### config.mk
export PLATFORM = sky130hd
export DESIGN_NAME = retro_scanline_color_shift_filter
export DESIGN_NICKNAME = d
export VERILOG_FILES = /design/src/rtl/core/rscf_pkg.sv /design/src/rtl/core/rscf_front.sv /design/src/rtl/core/rscf_queue.sv /design/src/rtl/core/rscf_back.sv /design/src/rtl/core/retro_scanline_color_shift_filter.sv
export VERILOG_INCLUDE_DIRS = /design/src /design/src/rtl/core
export SDC_FILE = /design/constraint.sdc
export NUM_CORES = 1
export LEC_CHECK = 0
export BUFFER_PORTS_ARGS = -buffer_cell sky130_fd_sc_hd__buf_4
export CORE_UTILIZATION = 35
export DETAILED_ROUTE_END_ITERATION = 10
export GPL_TIMING_DRIVEN = 0
export HOLD_SLACK_MARGIN = 0.1
export PLACE_DENSITY_LB_ADDON = 0.15
export SYNTH_ARGS = -nofsm -noshare
export SYNTH_HDL_FRONTEND = slang
export SYNTH_HIERARCHICAL = 1
export SYNTH_SLANG_ARGS = --single-unit
### constraint.sdc
create_clock -name clk -period 10.6 [get_ports clk]
set_input_delay 1.59 -clock clk [delete_from_list [all_inputs] [get_ports clk]]
set_output_delay 1.59 -clock clk [all_outputs]
set_load 0.02 [all_outputs]
### src/rtl/core/retro_scanline_color_shift_filter_defines.svh
// Assertion macros shared by the scanline color shift filter RTL.
`ifndef RETRO_SCANLINE_COLOR_SHIFT_FILTER_DEFINES_SVH
`define RETRO_SCANLINE_COLOR_SHIFT_FILTER_DEFINES_SVH

// Same-cycle implication, checked on clk, idle during reset.
`define RSCF_ASSERT_NOW(lbl, ante, cons) \
  lbl: assert property (@(posedge clk) disable iff (rst) (ante) |-> (cons)) \
    else $error("rscf: same-cycle check failed");

// Next-cycle implication, checked on clk, idle during reset.
`define RSCF_ASSERT_NEXT(lbl, ante, cons) \
  lbl: assert property (@(posedge clk) disable iff (rst) (ante) |=> (cons)) \
    else $error("rscf: next-cycle check failed");

`endif

### src/rtl/core/rscf_pkg.sv
// Shared constants and types of the scanline color shift filter.
package rscf_pkg;

  // Horizontal color offset in pixels.
  localparam int SHIFT_PIXELS = 2;
  localparam int HIST_DEPTH   = 2 * SHIFT_PIXELS;
  localparam int WIN_SIZE     = HIST_DEPTH + 1;
  localparam int CNT_W        = $clog2(HIST_DEPTH + 1);
  localparam int D_W          = $clog2(SHIFT_PIXELS + 1);
  localparam int WIN_IDX_W    = $clog2(WIN_SIZE);

  // Gray conversion, Q14 weights.
  localparam int PROD_W = 22;
  localparam logic [13:0] COEF_R = 14'd4899;
  localparam logic [13:0] COEF_G = 14'd9617;
  localparam logic [13:0] COEF_B = 14'd1868;
  localparam logic [13:0] GRAY_ROUND = 14'd8192;
  localparam int GRAY_LSB = 14;

  // Scanline gain, Q0.16.
  localparam int GAIN_W = 16;
  localparam logic [GAIN_W-1:0] GAIN_RESET = 16'd58982;
  localparam int SCALE_W = 8 + GAIN_W;
  localparam logic [SCALE_W-1:0] SCALE_ROUND = 24'd32768;

  // Register file.
  localparam int ADDR_W = 3;
  localparam int DATA_W = 32;
  localparam logic REG_GAIN = 1'b0;

  // Queue between front and back.
  localparam int QUEUE_DEPTH = 4;
  localparam int QPTR_W      = $clog2(QUEUE_DEPTH);

  // One queued job: the gray window ending at the current column.
  typedef struct packed {
    logic [WIN_SIZE-1:0][7:0] win;   // win[k] = gray k columns back
    logic [CNT_W-1:0]         col;   // current column, saturated
    logic                     line_end;
    logic                     odd_row;
  } job_t;

  typedef struct packed {
    logic full;
    logic empty;
  } q_stat_t;

endpackage

### src/rtl/core/rscf_front.sv
// Front end: takes input beats, converts to gray, tracks line state, queues jobs.
module rscf_front (
  input  logic                  clk,
  input  logic                  rst,
  input  logic                  in_valid,
  output logic                  in_ready,
  input  logic [7:0]            red_in,
  input  logic [7:0]            green_in,
  input  logic [7:0]            blue_in,
  input  logic                  frame_start,
  input  logic                  line_end,
  input  rscf_pkg::q_stat_t     q_stat,
  output logic                  q_push,
  output rscf_pkg::job_t        q_job
);

  // Product stage
  logic                          a_valid;
  logic [rscf_pkg::PROD_W-1:0]   a_pr;
  logic [rscf_pkg::PROD_W-1:0]   a_pg;
  logic [rscf_pkg::PROD_W-1:0]   a_pb;
  logic                          a_fs;
  logic                          a_le;

  // Line state
  logic [rscf_pkg::HIST_DEPTH-1:0][7:0] hist;
  logic [rscf_pkg::CNT_W-1:0]           col;
  logic                                 odd_row;

  logic [rscf_pkg::PROD_W-1:0] gray_sum;
  logic [7:0]                  gray;
  logic [rscf_pkg::CNT_W-1:0]  col_eff;
  logic                        odd_eff;
  logic                        need_push;
  logic                        advance;

  assign in_ready = !a_valid || advance;

  // Weighted products, one multiplier per channel
  always_ff @(posedge clk) begin
    if (rst) begin
      a_valid <= 1'b0;
    end else if (in_ready) begin
      a_valid <= in_valid;
    end
    if (in_valid && in_ready) begin
      a_pr <= rscf_pkg::PROD_W'(red_in)   * rscf_pkg::PROD_W'(rscf_pkg::COEF_R);
      a_pg <= rscf_pkg::PROD_W'(green_in) * rscf_pkg::PROD_W'(rscf_pkg::COEF_G);
      a_pb <= rscf_pkg::PROD_W'(blue_in)  * rscf_pkg::PROD_W'(rscf_pkg::COEF_B);
      a_fs <= frame_start;
      a_le <= line_end;
    end
  end

  // Gray sum, classification and job build
  always_comb begin
    gray_sum  = a_pr + a_pg + a_pb + rscf_pkg::PROD_W'(rscf_pkg::GRAY_ROUND);
    gray      = gray_sum[rscf_pkg::GRAY_LSB +: 8];
    col_eff   = a_fs ? '0 : col;
    odd_eff   = a_fs ? 1'b0 : odd_row;
    need_push = a_le || (col_eff >= rscf_pkg::CNT_W'(rscf_pkg::SHIFT_PIXELS));
    advance   = a_valid && (!need_push || !q_stat.full);
    q_push    = advance && need_push;
    q_job.win[0] = gray;
    for (int k = 1; k < rscf_pkg::WIN_SIZE; k++) begin
      q_job.win[k] = hist[k-1];
    end
    q_job.col      = col_eff;
    q_job.line_end = a_le;
    q_job.odd_row  = odd_eff;
  end

  // History shift, column count and row parity
  always_ff @(posedge clk) begin
    if (rst) begin
      hist    <= '0;
      col     <= '0;
      odd_row <= 1'b0;
    end else if (advance) begin
      if (a_le) begin
        hist    <= '0;
        col     <= '0;
        odd_row <= !odd_eff;
      end else begin
        hist[0] <= gray;
        for (int k = 1; k < rscf_pkg::HIST_DEPTH; k++) begin
          hist[k] <= hist[k-1];
        end
        col     <= (col_eff < rscf_pkg::CNT_W'(rscf_pkg::HIST_DEPTH)) ?
                   col_eff + 1'b1 : col_eff;
        odd_row <= odd_eff;
      end
    end
  end

endmodule

### src/rtl/core/rscf_queue.sv
// Short job queue between front end and back end.
module rscf_queue (
  input  logic                clk,
  input  logic                rst,
  input  logic                push,
  input  rscf_pkg::job_t      push_job,
  input  logic                pop,
  output rscf_pkg::job_t      pop_job,
  output rscf_pkg::q_stat_t   stat
);

  rscf_pkg::job_t                mem [rscf_pkg::QUEUE_DEPTH];
  logic [rscf_pkg::QPTR_W-1:0]   wr_ptr;
  logic [rscf_pkg::QPTR_W-1:0]   rd_ptr;
  logic [rscf_pkg::QPTR_W:0]     count;

  assign pop_job    = mem[rd_ptr];
  assign stat.full  = (count == (rscf_pkg::QPTR_W+1)'(rscf_pkg::QUEUE_DEPTH));
  assign stat.empty = (count == '0);

  // Entry storage
  always_ff @(posedge clk) begin
    if (push) begin
      mem[wr_ptr] <= push_job;
    end
  end

  // Pointers and fill level
  always_ff @(posedge clk) begin
    if (rst) begin
      wr_ptr <= '0;
      rd_ptr <= '0;
      count  <= '0;
    end else begin
      if (push) begin
        wr_ptr <= wr_ptr + 1'b1;
      end
      if (pop) begin
        rd_ptr <= rd_ptr + 1'b1;
      end
      if (push && !pop) begin
        count <= count + 1'b1;
      end else if (pop && !push) begin
        count <= count - 1'b1;
      end
    end
  end

endmodule

### src/rtl/core/rscf_back.sv
// Back end: expands queued jobs into output beats and applies the scanline gain on even rows.
module rscf_back (
  input  logic                        clk,
  input  logic                        rst,
  input  logic [rscf_pkg::GAIN_W-1:0] gain,
  input  rscf_pkg::q_stat_t           q_stat,
  input  rscf_pkg::job_t              q_job,
  output logic                        q_pop,
  output logic                        out_valid,
  input  logic                        out_ready,
  output logic [7:0]                  red_out,
  output logic [7:0]                  green_out,
  output logic [7:0]                  blue_out,
  output logic                        last_of_line
);

  // Current job and column offset d (output column = col - d)
  rscf_pkg::job_t             job;
  logic                       job_valid;
  logic [rscf_pkg::D_W-1:0]   d;

  // Product stage
  logic                         p_valid;
  logic [rscf_pkg::SCALE_W-1:0] p_r;
  logic [rscf_pkg::SCALE_W-1:0] p_g;
  logic [rscf_pkg::SCALE_W-1:0] p_b;
  logic [7:0]                   p_raw_r;
  logic [7:0]                   p_raw_g;
  logic [7:0]                   p_raw_b;
  logic                         p_last;
  logic                         p_odd;

  logic [rscf_pkg::WIN_IDX_W-1:0] d_idx;
  logic [rscf_pkg::WIN_IDX_W-1:0] s_idx;
  logic                           red_ok;
  logic                           blue_ok;
  logic [7:0]                     raw_r;
  logic [7:0]                     raw_g;
  logic [7:0]                     raw_b;
  logic                           done;
  logic                           step;
  logic                           work_free;
  logic                           o_free;
  logic                           p_free;
  logic [rscf_pkg::D_W-1:0]       d_start;
  logic [rscf_pkg::SCALE_W-1:0]   sum_r;
  logic [rscf_pkg::SCALE_W-1:0]   sum_g;
  logic [rscf_pkg::SCALE_W-1:0]   sum_b;

  assign o_free = !out_valid || out_ready;
  assign p_free = !p_valid || o_free;

  // Channel selection from the window
  always_comb begin
    d_idx   = rscf_pkg::WIN_IDX_W'(d);
    s_idx   = rscf_pkg::WIN_IDX_W'(rscf_pkg::SHIFT_PIXELS);
    red_ok  = (d >= rscf_pkg::D_W'(rscf_pkg::SHIFT_PIXELS));
    blue_ok = ({1'b0, job.col} >= ((rscf_pkg::CNT_W+1)'(d) +
                                   (rscf_pkg::CNT_W+1)'(rscf_pkg::SHIFT_PIXELS)));
    raw_g   = job.win[d_idx];
    raw_r   = red_ok  ? job.win[d_idx - s_idx] : 8'd0;
    raw_b   = blue_ok ? job.win[d_idx + s_idx] : 8'd0;
    done    = !job.line_end || (d == '0);
    step    = job_valid && p_free;
    work_free = !job_valid || (step && done);
    q_pop   = !q_stat.empty && work_free;
    // Line end walks d from min(col, shift) down to 0, ending at the current column
    if (q_job.line_end &&
        (q_job.col < rscf_pkg::CNT_W'(rscf_pkg::SHIFT_PIXELS))) begin
      d_start = q_job.col[rscf_pkg::D_W-1:0];
    end else begin
      d_start = rscf_pkg::D_W'(rscf_pkg::SHIFT_PIXELS);
    end
  end

  // Job register and column walk
  always_ff @(posedge clk) begin
    if (rst) begin
      job_valid <= 1'b0;
    end else if (work_free) begin
      job_valid <= q_pop;
    end
    if (q_pop) begin
      job <= q_job;
      d   <= d_start;
    end else if (step && !done) begin
      d <= d - 1'b1;
    end
  end

  // Gain products
  always_ff @(posedge clk) begin
    if (rst) begin
      p_valid <= 1'b0;
    end else if (p_free) begin
      p_valid <= step;
    end
    if (step) begin
      p_r     <= rscf_pkg::SCALE_W'(raw_r) * rscf_pkg::SCALE_W'(gain);
      p_g     <= rscf_pkg::SCALE_W'(raw_g) * rscf_pkg::SCALE_W'(gain);
      p_b     <= rscf_pkg::SCALE_W'(raw_b) * rscf_pkg::SCALE_W'(gain);
      p_raw_r <= raw_r;
      p_raw_g <= raw_g;
      p_raw_b <= raw_b;
      p_last  <= job.line_end && (d == '0);
      p_odd   <= job.odd_row;
    end
  end

  // Round half up, keep the integer byte
  always_comb begin
    sum_r = p_r + rscf_pkg::SCALE_ROUND;
    sum_g = p_g + rscf_pkg::SCALE_ROUND;
    sum_b = p_b + rscf_pkg::SCALE_ROUND;
  end

  // Output register
  always_ff @(posedge clk) begin
    if (rst) begin
      out_valid <= 1'b0;
    end else if (o_free) begin
      out_valid <= p_valid;
    end
    if (o_free && p_valid) begin
      red_out      <= p_odd ? p_raw_r : sum_r[rscf_pkg::GAIN_W +: 8];
      green_out    <= p_odd ? p_raw_g : sum_g[rscf_pkg::GAIN_W +: 8];
      blue_out     <= p_odd ? p_raw_b : sum_b[rscf_pkg::GAIN_W +: 8];
      last_of_line <= p_last;
    end
  end

endmodule

### src/rtl/core/retro_scanline_color_shift_filter.sv
// Retro scanline color shift filter: top level with register port and assertions.
// Path: front products, 4-entry job queue, job register, gain products, output register.
// Throughput: one pixel per cycle while the queue has room; the back end sends one beat
// per cycle while out_ready allows; the queue takes up line ends of up to SHIFT_PIXELS+1 beats.
// Reset (synchronous, rst high): the job queue, valids and line state clear, row parity even,
// scanline_gain returns to 58982.
`include "retro_scanline_color_shift_filter_defines.svh"

module retro_scanline_color_shift_filter (
  input  logic                        clk,
  input  logic                        rst,
  // register port
  input  logic                        psel,
  input  logic                        penable,
  input  logic                        pwrite,
  input  logic [rscf_pkg::ADDR_W-1:0] paddr,
  input  logic [rscf_pkg::DATA_W-1:0] pwdata,
  output logic [rscf_pkg::DATA_W-1:0] prdata,
  output logic                        pready,
  // pixel input
  input  logic                        in_valid,
  output logic                        in_ready,
  input  logic [7:0]                  red_in,
  input  logic [7:0]                  green_in,
  input  logic [7:0]                  blue_in,
  input  logic                        frame_start,
  input  logic                        line_end,
  // pixel output
  output logic                        out_valid,
  input  logic                        out_ready,
  output logic [7:0]                  red_out,
  output logic [7:0]                  green_out,
  output logic [7:0]                  blue_out,
  output logic                        last_of_line
);

  logic [rscf_pkg::GAIN_W-1:0] scanline_gain;
  logic                        reg_sel;
  logic                        q_push;
  logic                        q_pop;
  rscf_pkg::job_t              push_job;
  rscf_pkg::job_t              pop_job;
  rscf_pkg::q_stat_t           q_stat;

  // Register decode
  assign pready  = 1'b1;
  assign reg_sel = (paddr[rscf_pkg::ADDR_W-1:2] == rscf_pkg::REG_GAIN);
  assign prdata  = reg_sel ? rscf_pkg::DATA_W'(scanline_gain) : '0;

  always_ff @(posedge clk) begin
    if (rst) begin
      scanline_gain <= rscf_pkg::GAIN_RESET;
    end else if (psel && penable && pwrite && pready && reg_sel) begin
      scanline_gain <= pwdata[rscf_pkg::GAIN_W-1:0];
    end
  end

  rscf_front u_front (
    .clk         (clk),
    .rst         (rst),
    .in_valid    (in_valid),
    .in_ready    (in_ready),
    .red_in      (red_in),
    .green_in    (green_in),
    .blue_in     (blue_in),
    .frame_start (frame_start),
    .line_end    (line_end),
    .q_stat      (q_stat),
    .q_push      (q_push),
    .q_job       (push_job)
  );

  rscf_queue u_queue (
    .clk      (clk),
    .rst      (rst),
    .push     (q_push),
    .push_job (push_job),
    .pop      (q_pop),
    .pop_job  (pop_job),
    .stat     (q_stat)
  );

  rscf_back u_back (
    .clk          (clk),
    .rst          (rst),
    .gain         (scanline_gain),
    .q_stat       (q_stat),
    .q_job        (pop_job),
    .q_pop        (q_pop),
    .out_valid    (out_valid),
    .out_ready    (out_ready),
    .red_out      (red_out),
    .green_out    (green_out),
    .blue_out     (blue_out),
    .last_of_line (last_of_line)
  );

  // Queue checks
  `RSCF_ASSERT_NOW(a_push_not_full, q_push, !q_stat.full)
  `RSCF_ASSERT_NOW(a_pop_not_empty, q_pop, !q_stat.empty)
  `RSCF_ASSERT_NEXT(a_full_holds, q_stat.full && !q_pop, q_stat.full)

endmodule
==> results of run 1 <==
-- worst min path at each step --
stage / endpoint / cells past startpoint / start / slack, ns
2_1_floorplan: u_back/last_of_line / 0 / u_back/p_last / 0.40
3_3_place_gp: u_back/last_of_line / 0 / u_back/p_last / 0.41
3_5_place_dp: u_back/last_of_line / 0 / u_back/p_last / 0.41
4_1_cts: u_back/last_of_line / 0 / u_back/p_last / 0.41
5_1_grt: u_back/last_of_line / 0 / u_back/p_last / 0.44
6_report: u_back/last_of_line / 0 / u_back/p_last / 0.42
-- cell type report --
| cell class | instances | area [µm²] | area share (%) |
|---|---|---|---|
| Multi-Input combinational cell | 1874 | 18500 | 49.7 |
| Sequential cell | 432 | 12300 | 33.1 |
| Inverter | 440 | 1650 | 4.43 |
| Tap cell | 1254 | 1570 | 4.21 |
| Clock buffer | 62 | 1310 | 3.50 |
| Timing Repair Buffer | 100 | 866 | 2.32 |
| Buffer | 118 | 628 | 1.69 |
| Clock inverter | 30 | 387 | 1.04 |
| Antenna cell | 1 | 2.50 | 0.00671 |
-- logic make-up (layout without fill, tap and decap cells) --
| group | after synthesis | after routing | share of synthesized area, % |
|---|---|---|---|
| compound gates | 299 | 299 | 5.79 |
| xor+xnor | 104 | 104 | 2.76 |
| fa+ha+maj | 633 | 633 | 31.0 |
| buf+inv | 558 | 750 | 6.90 |
| flops | 432 | 432 | 37.3 |
| mux | 91 | 91 | 4.84 |
| other cells | 2 | 18 | 0.0227 |
| simple gates | 730 | 730 | 11.4 |
-- worst reg2reg max path, stage by stage (launching register included) --
cell and delay, ns:
edfxtp_1 0.35, buf_2 0.27, buf_1 0.50, clkinv_1 0.44, ha_1 0.40, nor2_1 0.05, or2_2 0.27, clkbuf_1 0.18
nor2_1 0.71, clkbuf_1 0.66, and2_1 0.25, fa_1 0.43, fa_1 0.41, fa_1 0.52, inv_1 0.06, fa_1 0.53
inv_1 0.04, ha_1 0.30, a21o_1 0.18, a21oi_1 0.22, o21ai_0 0.17, a311oi_1 0.46, o21ai_0 0.20, a21oi_1 0.21
xnor2_1 0.08
-- per-layer routing --
metal / track usage, % / up-vias / share of wire (%)
met2: 30.3 / 388 / 49
met4: 5.08 / 0 / 2.8
met3: 2.07 / 97 / 3.6
met5: 0 / - / 0
li1: - / 9843 / -
met1: 23.2 / 10700 / 45
-- registers in the layout, indices dropped and copies added, names as in the netlist, 9 cells and up, named ones only --
name	cells
u_queue/mem	180
u_back/job	45
u_front/q_job	32
u_front/a_pg	22
u_front/a_pr	21
u_front/a_pb	17
scanline_gain	16
u_back/p_b	9
u_back/p_g	9
u_back/p_r	9
-- per-stage QoR --
stage / area, µm² / hold WS [ns] / cells
after global routing: 37300 / 0.443 / 4310
after floorplan: 33100 / 0.400 / 2864
after global placement: 35400 / 0.411 / 4210
after CTS: 37300 / 0.414 / 4310
final: 37300 / 0.421 / 4311
after detailed placement: 35600 / 0.406 / 4218
-- cell usage in the layout, fill, tap and decap left out, types with 30 or more instances in the layout --
| cell type | count |
|---|---|
| mux2i_1 | 33 |
| buf_4 | 111 |
| o21ai_0 | 61 |
| xor2_1 | 38 |
| edfxtp_1 | 367 |
| dfxtp_1 | 65 |
| nand2_1 | 219 |
| nor2_1 | 121 |
| clkbuf_16 | 50 |
| and2_1 | 224 |
| a21oi_1 | 100 |
| clkbuf_1 | 89 |
| ha_1 | 322 |
| a21o_1 | 32 |
| inv_1 | 439 |
| xnor2_1 | 66 |
| mux4_2 | 48 |
| fa_1 | 311 |
| nand3_1 | 30 |
==> impl_metrics.tcl, run 1 <==
set metrics [dict create \
    crit_slowest_cell "nor2_1" \
    cts_tree "built" \
    grt_pass1_wl_um 129000 \
    post_drt_wl_per_cell_um 19.0 \
    synth-edff-count 367 \
    synth_cell_type_count 78 \
    hpwlAfterDp_um 64300 \
    crit_top_cell "fa_1" \
    maxCapViolCount 0 \
    crit_end "u_back/p_b[21]" \
    cp.arrival_ns 8.52 \
    required_ns 10.98 \
    seq_area_frac_synth_pct 37.3 \
    finalHoldViolations 0 \
    synth.cell_area_um2 33000 \
    path_depth 24 \
    die_w_um 309 \
    wl_um 81800 \
    setup.worst_path.start "u_back/d[1]" \
    place_congestion 0.874 \
    clock_latency_ns 0.63 \
    avgSynthCellArea_um2 11.6 \
    overflow 0 \
    cts.hold.buffers_added 0 \
    drt_first_iter_violations 972 \
    path_cells "buf_2 -> buf_1 -> clkinv_1 -> ha_1 -> nor2_1 -> or2_2 -> clkbuf_1 -> nor2_1 -> clkbuf_1 -> and2_1 -> fa_1 -> fa_1 -> fa_1 -> inv_1 -> fa_1 -> inv_1 -> ha_1 -> a21o_1 -> a21oi_1 -> o21ai_0 -> a311oi_1 -> o21ai_0 -> a21oi_1 -> xnor2_1" \
    cts_max_path_buffers 3 \
    vias 21000 \
    hold_path_class "flip-flop to flip-flop" \
    die-area_um2 95600 \
    r2r_start "u_back/d[1]" \
    min_period_over_period_pct 76.8 \
    drive_gt1_share_pct 9.78 \
    final_nets 3717 \
    num_io_pins 128 \
    period_needed_ns 8.14 \
    vias_per_cell 4.87 \
    rows 112 \
    clkTransAtPathRegs_ns 0.06 \
    utilization_pct 39.9 \
    die_h_um 309 \
    setup_ws_ns 2.46 \
    yosysWarnings 6 \
    rsz0062_at_grt "no" \
    r2r_cells 24 \
    grtUsageTotal_pct 17.6 \
    postRouteAntennaNets 0 \
    slew_headroom_pct 34.9 \
    ys_ff_latch 432 \
    fin_skew_ns 0.0673 \
    yosysMostFrequentCell "inv_1" \
    synth_flop_cell "edfxtp_1" \
    initial_utilization_pct 35.3 \
    cts_buffers 50 \
    path_class "flip-flop to flip-flop" \
    finalSetupTns_ns 0 \
    crit_path_end_kind "flip-flop" \
    r2r_setup_slack_ns 2.46 \
    dr.pass1.iters 5 \
    cts_resized 0 \
    cts-root-buf "clkbuf_16" \
    synthArstFlopShare_pct 0 \
    worst_pin_slew_ns 0.974 \
    drc 0 \
    slew_violations 0 \
    status "completed" \
    area_growth_pct 12.8 \
    grt_pass1_vias 22600 \
    post-place-ws_ns 2.62 \
    final-setup-viol-count 0 \
    coreArea_um2 93500 \
    synthCells 2849 \
    slowest_delay_ns 0.71 \
    path_max_fanout 10 \
    timing.rr.end "u_back/p_b[21]" \
    io_buffers 92 \
    yosys.area.top_type_share_pct 33.4 \
    cts_setup_buffers 0 \
    htreeDepth 2 \
    grt_max_degree 32 \
    synth_commonest_cells "439 x inv_1, 367 x edfxtp_1, 322 x ha_1" \
    cp-start-kind "flip-flop" \
    synthTopCellsByArea "edfxtp_1 33%, fa_1 19%, ha_1 12%, inv_1 5.0%, and2_1 4.3%" \
    crit_buf_inv 7 \
    antenna_found_initial 2 \
    synth_top_area_cell "edfxtp_1" \
    path_delay_family "adder cells" \
    cts_num_sinks 432 \
    fill_cells 9013 \
    max_freq_mhz 123 \
]
Power of run 1 is left out: the tool's default activity adds up to more than one toggle a clock period on the data nets, which glitch-free logic cannot reach.
==> run 2: changes to the inputs <==
==> constraint.sdc (replaced) <==
create_clock -name clk -period 8.1 [get_ports clk]
set_input_delay 1.215 -clock clk [delete_from_list [all_inputs] [get_ports clk]]
set_output_delay 1.215 -clock clk [all_outputs]
set_load 0.02 [all_outputs]
==> run 2 against run 1 <==
  * Non-clock buffer count is 1 lower
  * Die area stayed put
  * Sequential share of layout area hardly changed
  * Register-to-register slack worse by 2.0 ns
  * Critical path depth is 1 lower
  * Critical endpoint unchanged
==> impl_metrics.tcl, run 2 (synthesis results as in run 1) <==
set metrics [dict create \
    crit_end "u_back/p_b[21]" \
    hold_path_class "flip-flop to flip-flop" \
    wl_um 81800 \
    worst_pin_slew_ns 0.959 \
    layout_common_cells "439 x inv_1, 367 x edfxtp_1, 322 x ha_1" \
    hpwlAfterDp_um 64300 \
    die_h_um 309 \
    clock_latency_ns 0.63 \
    cts-root-buf "clkbuf_16" \
    cp.arrival_ns 7.99 \
    maxCapViolCount 0 \
    layout_commonest_cell "inv_1" \
    vias_per_cell 4.87 \
    setup.worst_path.start "u_back/d[1]" \
    finalHoldViolations 0 \
    rsz0062_at_grt "no" \
    grt_max_degree 32 \
    top_register "u_queue/mem" \
    path_class "flip-flop to flip-flop" \
    grt_pass1_vias 22600 \
    r2r_setup_slack_ns 0.49 \
    path_max_fanout 19 \
    io_buffers 92 \
    min_period_over_period_pct 93.9 \
    required_ns 8.48 \
    crit_path_end_kind "flip-flop" \
    num_io_pins 128 \
    drt_first_iter_violations 1028 \
    cts_num_sinks 432 \
    largest_reg_flops 180 \
    drive_gt1_share_pct 9.89 \
    final_nets 3716 \
    slew_headroom_pct 35.7 \
    die_w_um 309 \
    fill_cells 9014 \
    cts.hold.buffers_added 0 \
    grt_pass1_wl_um 129000 \
    cp-start-kind "flip-flop" \
    vias 21000 \
    period_needed_ns 7.61 \
    initial_utilization_pct 35.3 \
    drc 0 \
    timing.rr.end "u_back/p_b[21]" \
    antenna_found_initial 2 \
    dr.pass1.iters 5 \
    htreeDepth 2 \
    grtUsageTotal_pct 17.6 \
    overflow 0 \
    final-setup-viol-count 0 \
    place_congestion 0.874 \
    slew_violations 0 \
    cts_buffers 50 \
    finalSetupTns_ns 0 \
    postRouteAntennaNets 0 \
    cts_max_path_buffers 3 \
    die-area_um2 95600 \
    status "completed" \
    r2r_cells 23 \
    rows 112 \
    area_growth_pct 12.8 \
    max_freq_mhz 131 \
    fin_skew_ns 0.0680 \
    clkTransAtPathRegs_ns 0.06 \
    post_drt_wl_per_cell_um 19.0 \
    cts_tree "built" \
    r2r_start "u_back/d[1]" \
    coreArea_um2 93500 \
]
[run 2: cell count changes in the layout (fill, tap and decap cells not counted)]
cell / change
nor2_2: +3
buf_1: -1
nor2_1: -3
[run 2: worst min path at each step]
stage	to	slack (ns)	from	depth (start not counted)
finish	u_back/last_of_line	0.43	u_back/p_last	0
global route	u_back/last_of_line	0.44	u_back/p_last	0
CTS	u_back/last_of_line	0.41	u_back/p_last	0
detailed placement	u_back/last_of_line	0.41	u_back/p_last	0
global placement	u_back/last_of_line	0.41	u_back/p_last	0
floorplan	u_back/last_of_line	0.40	u_back/p_last	0
[run 2: final cells by class]
| cell class | instances | area, µm² | share of cell area (%) |
|---|---|---|---|
| Clock inverter | 30 | 387 | 1.04 |
| Clock buffer | 62 | 1310 | 3.50 |
| Sequential cell | 432 | 12300 | 33.1 |
| Inverter | 440 | 1650 | 4.43 |
| Antenna cell | 1 | 2.50 | 0.00671 |
| Multi-Input combinational cell | 1874 | 18600 | 49.8 |
| Buffer | 117 | 624 | 1.67 |
| Timing Repair Buffer | 100 | 866 | 2.32 |
| Tap cell | 1254 | 1570 | 4.21 |
[run 2: worst max-delay path: stages (launching register included)]
cell and delay, ns:
edfxtp_1 0.35, buf_2 0.41, clkinv_1 0.39, ha_1 0.39, nor2_1 0.05, or2_2 0.27, clkbuf_1 0.20, nor2_1 0.57
clkbuf_1 0.52, and2_1 0.23, fa_1 0.45, fa_1 0.52, fa_1 0.55, inv_1 0.06, fa_1 0.53, inv_1 0.04
ha_1 0.30, a21o_1 0.18, a21oi_1 0.22, o21ai_0 0.16, a311oi_1 0.46, o21ai_0 0.20, a21oi_1 0.21, xnor2_1 0.08
[run 2: metal layers]
layer	up-vias	global-route usage, %	wire length, µm
met4	0	5.08	2140
met1	10700	23.2	36600
met2	374	30.3	40200
met3	93	2.07	2910
li1	9840	-	-
met5	-	0	0
[run 2: through the flow]
stage / std cells / setup WS [ns] / hold WS, ns / utilization, % / area (µm²)
2_1_floorplan: 2864 / 1.57 / 0.400 / - / 33100
3_3_place_gp: 4210 / 0.164 / 0.411 / 37.8 / 35400
3_5_place_dp: 4218 / 0.123 / 0.406 / 38.1 / 35600
4_1_cts: 4310 / 0.0775 / 0.414 / 39.9 / 37300
5_1_grt: 4309 / 0.113 / 0.443 / 39.9 / 37300
6_report: 4310 / 0.491 / 0.429 / 39.9 / 37300
[run 2: what timing repair did]
action                                  in CTS  in global routing
gates resized for setup                      0                  3
setup buffers                                0                  0
endpoints found under the setup margin       0                  9
Power of run 2 is left out for the same reason.
